===== src/rtl/core/dtfp_pkg.sv =====
package dtfp_pkg;

	// ascii characters of the number grammar
	localparam logic [7:0] CH_NUL   = 8'h00;
	localparam logic [7:0] CH_ZERO  = 8'h30;
	localparam logic [7:0] CH_NINE  = 8'h39;
	localparam logic [7:0] CH_DOT   = 8'h2e;
	localparam logic [7:0] CH_MINUS = 8'h2d;
	localparam logic [7:0] CH_PLUS  = 8'h2b;

	// result status codes
	typedef logic [1:0] status_t;
	localparam status_t ST_OK        = 2'd0;
	localparam status_t ST_MALFORMED = 2'd1;
	localparam status_t ST_SATURATED = 2'd2;

	// fraction scale table: entry k is floor(2^facc / 10^(k+1)), the last entry is 0 when FRAC_BITS is at most 35
	localparam int SCALE_N = 13;
	localparam int IDX_W   = 4;
	typedef logic [IDX_W-1:0] scale_idx_t;

endpackage


===== src/rtl/core/dtfp_parse.sv =====
module dtfp_parse #(
	parameter int INT_BITS  = 16,
	parameter int FRAC_BITS = 16
) (
	input  logic                             clk,
	input  logic                             arst_n,
	input  logic                             step,
	input  logic [7:0]                       text_byte,
	output logic                             res_fire,
	output logic [INT_BITS+FRAC_BITS:0]      res_value,
	output dtfp_pkg::status_t                res_status
);
	import dtfp_pkg::*;

	localparam int FACC_BITS = FRAC_BITS + 8;
	localparam int MAG_BITS  = INT_BITS + FRAC_BITS;
	localparam int OUT_BITS  = MAG_BITS + 1;
	localparam int IW_BITS   = INT_BITS + 4;
	localparam logic [IW_BITS-1:0] INT_MAX_W = {4'd0, {INT_BITS{1'b1}}};

	localparam logic [2:0] PH_START      = 3'd0;
	localparam logic [2:0] PH_AFTER_SIGN = 3'd1;
	localparam logic [2:0] PH_INT        = 3'd2;
	localparam logic [2:0] PH_FRAC       = 3'd3;
	localparam logic [2:0] PH_BAD        = 3'd4;

	logic [FACC_BITS-1:0] scale_tab [SCALE_N];

	genvar k;
	for (k = 0; k < SCALE_N; k++) begin : g_scale
		localparam logic [63:0] SCALE_K = (64'd1 << FACC_BITS) / (64'd10 ** (k + 1));
		assign scale_tab[k] = SCALE_K[FACC_BITS-1:0];
	end

	logic [2:0]           phase_q, phase_d;
	logic                 neg_q, neg_d;
	logic [INT_BITS-1:0]  int_q, int_d;
	logic                 ovf_q, ovf_d;
	logic [FACC_BITS-1:0] facc_q, facc_d;
	scale_idx_t           idx_q, idx_d;

	logic                   is_digit;
	logic [3:0]             digit;
	logic [IW_BITS-1:0]     int_wide;
	logic                   int_sat;
	logic [FACC_BITS+3:0]   frac_term;
	logic [MAG_BITS-1:0]    mag;
	logic [OUT_BITS-1:0]    value_pos;

	always_comb begin
		is_digit = (text_byte >= CH_ZERO) && (text_byte <= CH_NINE);
		// '0'..'9' are 0x30..0x39, so the low nibble is the digit value
		digit = text_byte[3:0];
		int_wide = ({4'd0, int_q} << 3) + ({4'd0, int_q} << 1) + {{(IW_BITS-4){1'b0}}, digit};
		int_sat = int_wide > INT_MAX_W;
		frac_term = {4'd0, scale_tab[idx_q]} * {{FACC_BITS{1'b0}}, digit};
	end

	// result for the terminating byte
	always_comb begin
		mag = {int_q, facc_q[FACC_BITS-1:8]};
		res_status = ST_OK;
		if (phase_q != PH_INT && phase_q != PH_FRAC) begin
			mag = '0;
			res_status = ST_MALFORMED;
		end else if (ovf_q) begin
			mag = '1;
			res_status = ST_SATURATED;
		end
		value_pos = {1'b0, mag};
		res_value = (neg_q && res_status != ST_MALFORMED) ? (~value_pos + 1'b1) : value_pos;
		res_fire = step && (text_byte == CH_NUL);
	end

	always_comb begin
		phase_d = phase_q;
		neg_d = neg_q;
		int_d = int_q;
		ovf_d = ovf_q;
		facc_d = facc_q;
		idx_d = idx_q;
		if (step) begin
			if (text_byte == CH_NUL) begin
				phase_d = PH_START;
				neg_d = 1'b0;
				int_d = '0;
				ovf_d = 1'b0;
				facc_d = '0;
				idx_d = '0;
			end else begin
				case (phase_q)
					PH_START, PH_AFTER_SIGN, PH_INT: begin
						if (is_digit) begin
							phase_d = PH_INT;
							if (int_sat) begin
								int_d = '1;
								ovf_d = 1'b1;
							end else begin
								int_d = int_wide[INT_BITS-1:0];
							end
						end else if (phase_q == PH_START && text_byte == CH_MINUS) begin
							neg_d = 1'b1;
							phase_d = PH_AFTER_SIGN;
						end else if (phase_q == PH_START && text_byte == CH_PLUS) begin
							phase_d = PH_AFTER_SIGN;
						end else if (phase_q == PH_INT && text_byte == CH_DOT) begin
							phase_d = PH_FRAC;
						end else begin
							phase_d = PH_BAD;
						end
					end
					PH_FRAC: begin
						if (is_digit) begin
							facc_d = facc_q + frac_term[FACC_BITS-1:0];
							if (idx_q != scale_idx_t'(SCALE_N - 1))
								idx_d = idx_q + 1'b1;
						end else begin
							phase_d = PH_BAD;
						end
					end
					default: phase_d = PH_BAD;
				endcase
			end
		end
	end

	always_ff @(posedge clk or negedge arst_n) begin
		if (!arst_n) begin
			phase_q <= PH_START;
			neg_q <= 1'b0;
			int_q <= '0;
			ovf_q <= 1'b0;
			facc_q <= '0;
			idx_q <= '0;
		end else begin
			phase_q <= phase_d;
			neg_q <= neg_d;
			int_q <= int_d;
			ovf_q <= ovf_d;
			facc_q <= facc_d;
			idx_q <= idx_d;
		end
	end

endmodule


===== src/rtl/core/decimal_text_to_fixed_point_unit.sv =====
// channel | dir | width        | contents
// s_*     | in  | 8            | text_byte, one character per word, 0 ends the number
// m_*     | out | bytes of 35  | fixed_value (33, signed), status (2), one word per number
//
// one text byte is taken per cycle unless a held result stalls the input; it waits in the
// input register, then the parser updates its state and, for a zero byte, loads the result register
// m_tvalid rises as the result register is loaded for the zero byte
// a held result only stalls the input when the next zero byte reaches the parser
// arst_n clears both valid flags and returns the parser to the start of a number
module decimal_text_to_fixed_point_unit #(
	parameter int INT_BITS  = 16,
	parameter int FRAC_BITS = 16
) (
	input  logic                     clk,
	input  logic                     arst_n,
	input  logic                     s_tvalid,
	output logic                     s_tready,
	input  logic [7:0]               s_tdata,   // [7:0] text_byte
	output logic                     m_tvalid,
	input  logic                     m_tready,
	// [INT_BITS+FRAC_BITS:0] fixed_value, next 2 bits status, zero fill above
	output logic [((INT_BITS+FRAC_BITS+3+7)/8)*8-1:0] m_tdata
);
	import dtfp_pkg::*;

	localparam int OUT_BITS = INT_BITS + FRAC_BITS + 1;
	localparam int TD_BITS  = ((OUT_BITS + 2 + 7) / 8) * 8;

	// input register
	logic       valid_s1;
	logic [7:0] byte_s1;

	// result register
	logic                m_valid_q;
	logic [OUT_BITS-1:0] value_q;
	status_t             status_q;

	logic                advance;
	logic                res_fire;
	logic [OUT_BITS-1:0] res_value;
	status_t             res_status;

	// a non-terminating byte never needs the result register, so it always moves on
	assign advance = valid_s1 && ((byte_s1 != CH_NUL) || !m_valid_q || m_tready);
	assign s_tready = !valid_s1 || advance;

	always_ff @(posedge clk or negedge arst_n) begin
		if (!arst_n) begin
			valid_s1 <= 1'b0;
		end else if (s_tready) begin
			valid_s1 <= s_tvalid;
		end
	end

	always_ff @(posedge clk) begin
		if (s_tready && s_tvalid) begin
			byte_s1 <= s_tdata;
		end
	end

	dtfp_parse #(
		.INT_BITS  (INT_BITS),
		.FRAC_BITS (FRAC_BITS)
	) u_parse (
		.clk        (clk),
		.arst_n     (arst_n),
		.step       (advance),
		.text_byte  (byte_s1),
		.res_fire   (res_fire),
		.res_value  (res_value),
		.res_status (res_status)
	);

	always_ff @(posedge clk or negedge arst_n) begin
		if (!arst_n) begin
			m_valid_q <= 1'b0;
		end else if (res_fire) begin
			m_valid_q <= 1'b1;
		end else if (m_tready) begin
			m_valid_q <= 1'b0;
		end
	end

	always_ff @(posedge clk) begin
		if (res_fire) begin
			value_q <= res_value;
			status_q <= res_status;
		end
	end

	assign m_tvalid = m_valid_q;
	assign m_tdata = {{(TD_BITS-OUT_BITS-2){1'b0}}, status_q, value_q};

endmodule


===== config.mk =====
export PLATFORM = sky130hd
export DESIGN_NAME = decimal_text_to_fixed_point_unit
export DESIGN_NICKNAME = d
export VERILOG_FILES = /design/src/rtl/core/dtfp_pkg.sv /design/src/rtl/core/dtfp_parse.sv /design/src/rtl/core/decimal_text_to_fixed_point_unit.sv
export SDC_FILE = /design/constraint.sdc
export NUM_CORES = 1
export LEC_CHECK = 0
export BUFFER_PORTS_ARGS = -buffer_cell sky130_fd_sc_hd__buf_2
export CORE_MARGIN = 1.5
export CORE_UTILIZATION = 35
export CTS_CLUSTER_DIAMETER = 60
export CTS_CLUSTER_SIZE = 14
export DETAILED_ROUTE_END_ITERATION = 6
export GPL_TIMING_DRIVEN = 0
export PLACE_DENSITY = 0.61
export SLEW_MARGIN = 20
export SYNTH_ARGS = -nofsm -noshare
export SYNTH_HDL_FRONTEND = slang
export SYNTH_SLANG_ARGS = --single-unit
export TNS_END_PERCENT = 5

===== constraint.sdc =====
create_clock -name clk -period 4.7 [get_ports clk]
set_clock_uncertainty 0.1 [all_clocks]
set_input_delay 0.235 -clock clk [delete_from_list [all_inputs] [get_ports clk]]
set_output_delay 0.235 -clock clk [all_outputs]
set_load 0.03 [all_outputs]

==> results.cfg <==
[sta]
report.final.slew_viol_count = 0
setup_tns_ps = 0
hold_viol = 0
max_freq_mhz = 214
layout_worst_path_cycle_share = 0.996
hold_ws_ps = 88.5
grt_setup_unrepaired = true
worst_pin_slew_ps = 678
min_period_ps = 4680
setup_viol = 0
slew_headroom = 0.548

[cts]
cts_tree = built
htreeDepth = 3
cts_buffers = 9
cts.path.max_buffers = 2
clk-insertion-delay-late_ps = 370
path_clk_slew_ps = 80
cts_sinks = 94
root_buffer = clkbuf_16

[worst_setup_path]
crit_top_cell = fa_1
cp_top_family = adder cells
required_ps = 4820
cp_max_fo = 6
arrival_ps = 4800
crit_slowest_cell = fa_1
worstSetupEndpointType = flop
worst-path-buf-inv = 4
cp-start-kind = flop
cpPeakStageDelay_ps = 550
critical_path_class = flop to flop
path_cells = clkinv_4 > buf_4 > a211oi_4 > and2_1 > fa_1 > fa_1 > inv_1 > fa_1 > inv_1 > ha_4 > a21oi_2 > o21ai_1 > a31oi_2 > o21ai_4 > a311o_1 > a21oi_2 > xor2_1 > o21ai_0

[synthesis]
avgSynthCellArea_um2 = 8.83
netlist_area_um2 = 8720
synth_cells = 987
yosysTopAreaCell = edfxtp_1
ys_ff_latch = 94
yosysSeqAreaShare = 0.294
yosysTopAreaCellShare = 0.148
synth_area_leaders = edfxtp_1 (15%), dfrtp_1 (15%), fa_1 (12%)
synth_warnings = 0
synthFlopType = dfrtp_1
synth_edf_count = 43
async_flop_share = 0.543
synth_cell_types = 67

[route]
postRouteAntennaNets = 0
totalWireLength_mm = 21.6
wire_per_inst_um = 15.2
drc_errors = 0
vias_per_cell = 5.09
first_pass_iters = 5
drt_iter0_drc = 508
via_count = 7215

[hold_path]
hp-class = input port to flop

[floorplanning]
fp.dieW_um = 161
die-area_um2 = 25900
coreArea_um2 = 24400
rows = 57
ioPinCount = 54
initial_core_util = 0.357
die_y_um = 161

[layout]
fillers = 2366
nets = 1230
area_growth_pct = 21.0
drive_gt1_frac = 0.185
final_cell_mix = inv_1 (115), nor2_1 (115), nand2_1 (79)
antennaDiodeCount = 0

[job]
drv_cap = 0

[place]
hpwl_mm = 16.1
io_buffers = 48
gp_congestion = 0.880

[power_and_ir_drop]
leakagePower_nw = 4.68
max-vdd-ir-drop_mv = 0.201
p_per_area_nw_per_um2 = 302
finalPower_mw = 3.19

[grt]
overflow = 0
antenna_found_initial = 0
grt_pass1_vias = 7042
grt_pass1_wl_mm = 35.8
grt_max_degree = 52
grt_util_all_layers = 0.172

[status]
status = complete, no violations
[stage by stage]
stage | area, um^2 | util | std cells | worst slack, ps
6_report | 10500 | 0.432 | 1418 | 17.5
5_1_grt | 10500 | 0.432 | 1418 | -159
3_5_place_dp | 9440 | 0.387 | 1364 | -595
3_3_place_gp | 9420 | 0.386 | 1363 | -640
4_1_cts | 10300 | 0.422 | 1412 | 1.22
2_1_floorplan | 8770 | - | 991 | 10.6
[synth_stat cells (6+ instances only)]
cell / n
nand3_1: 18
nand2b_1: 8
nor3_1: 18
and3_1: 15
mux2i_1: 10
o41ai_1: 6
inv_1: 125
nor4_1: 7
xor2_1: 21
and2_1: 20
nor2_1: 124
edfxtp_1: 43
nand2_1: 88
xnor2_1: 27
a21oi_1: 35
a211oi_1: 9
fa_1: 53
dfrtp_1: 51
a21o_1: 8
o21ai_0: 59
o22a_1: 10
o21bai_1: 8
nor2b_1: 9
ha_1: 76
a31oi_1: 9
o31ai_1: 6
a311oi_1: 15
clkbuf_1: 31
[power by group]
group	leakage [nW]	switching (mW)	internal, mW
Clock	0.140	0.350	0.370
Combinational	3.59	0.809	0.655
Sequential	0.950	0.0952	0.907
Total	4.68	1.25	1.93
[final timing paths]
check                           cells after the start                  to               from  slack (ps)
worst min register to register                      2   u_parse.facc_q[7]  u_parse.facc_q[7]         390
min in group asynchronous                           2   u_parse.facc_q[7]             arst_n         340
max in group asynchronous                           2  u_parse.phase_q[1]             arst_n        3680
worst max-delay path                               18  u_parse.facc_q[21]   u_parse.idx_q[1]          20
worst max register to register                     18  u_parse.facc_q[21]   u_parse.idx_q[1]          20
worst min-delay path                                3            m_tvalid           m_tready          90
[kinds of logic (layout without fill, tap and decap cells)]
family | count (synthesis) | after routing | synth area share
compound gates | 200 | 200 | 0.153
simple gates | 335 | 335 | 0.179
fa+ha+maj | 129 | 129 | 0.231
buf+inv | 169 | 272 | 0.0809
other cells | 1 | 5 | 0.000430
xor+xnor | 48 | 48 | 0.0482
flops | 94 | 94 | 0.294
mux | 11 | 11 | 0.0128
[layout make-up]
type	count	area, um^2	share of cell area
flip-flops and latches	94	2570	0.244
clock inverters	7	63.8	0.00605
well taps	324	405	0.0384
plain buffers	43	268	0.0254
clock buffers	9	225	0.0213
multi-input cells	728	5940	0.563
repair buffers	87	597	0.0566
inverters	126	483	0.0458
[registers in the layout (all words and copies together), names as in the netlist]
| register | flops |
|---|---|
| u_parse.phase_q | 3 |
| u_parse.neg_q | 1 |
| status_q | 2 |
| u_parse.int_q | 16 |
| valid_s1 | 1 |
| u_parse.ovf_q | 1 |
| u_parse.idx_q | 4 |
| value_q | 33 |
| u_parse.facc_q | 24 |
| byte_s1 | 8 |
| m_tvalid | 1 |
[layer usage]
layer  track usage  wire length, um
met3        0.0294              962
met5             0                0
met1         0.235            10300
met4        0.0530              579
met2         0.277             9710
[worst min-delay path, delay by kind of cell]
| family | cells | cell delay, ps |
|---|---|---|
| AND/OR/NAND/NOR | 2 | 190 |
| buffers and inverters | 1 | 80 |
[timing repair]
| action | CTS | global route |
|---|---|---|
| endpoints found under the hold margin | 60 | 0 |
| endpoints found under the setup margin | 13 | 13 |
| buffers inserted | 22 | 6 |
| hold buffers | 10 | 0 |
| resized for setup | 77 | 50 |
| pin swaps | 31 | 30 |
No activity file was read; power rests on OpenSTA's default activity.
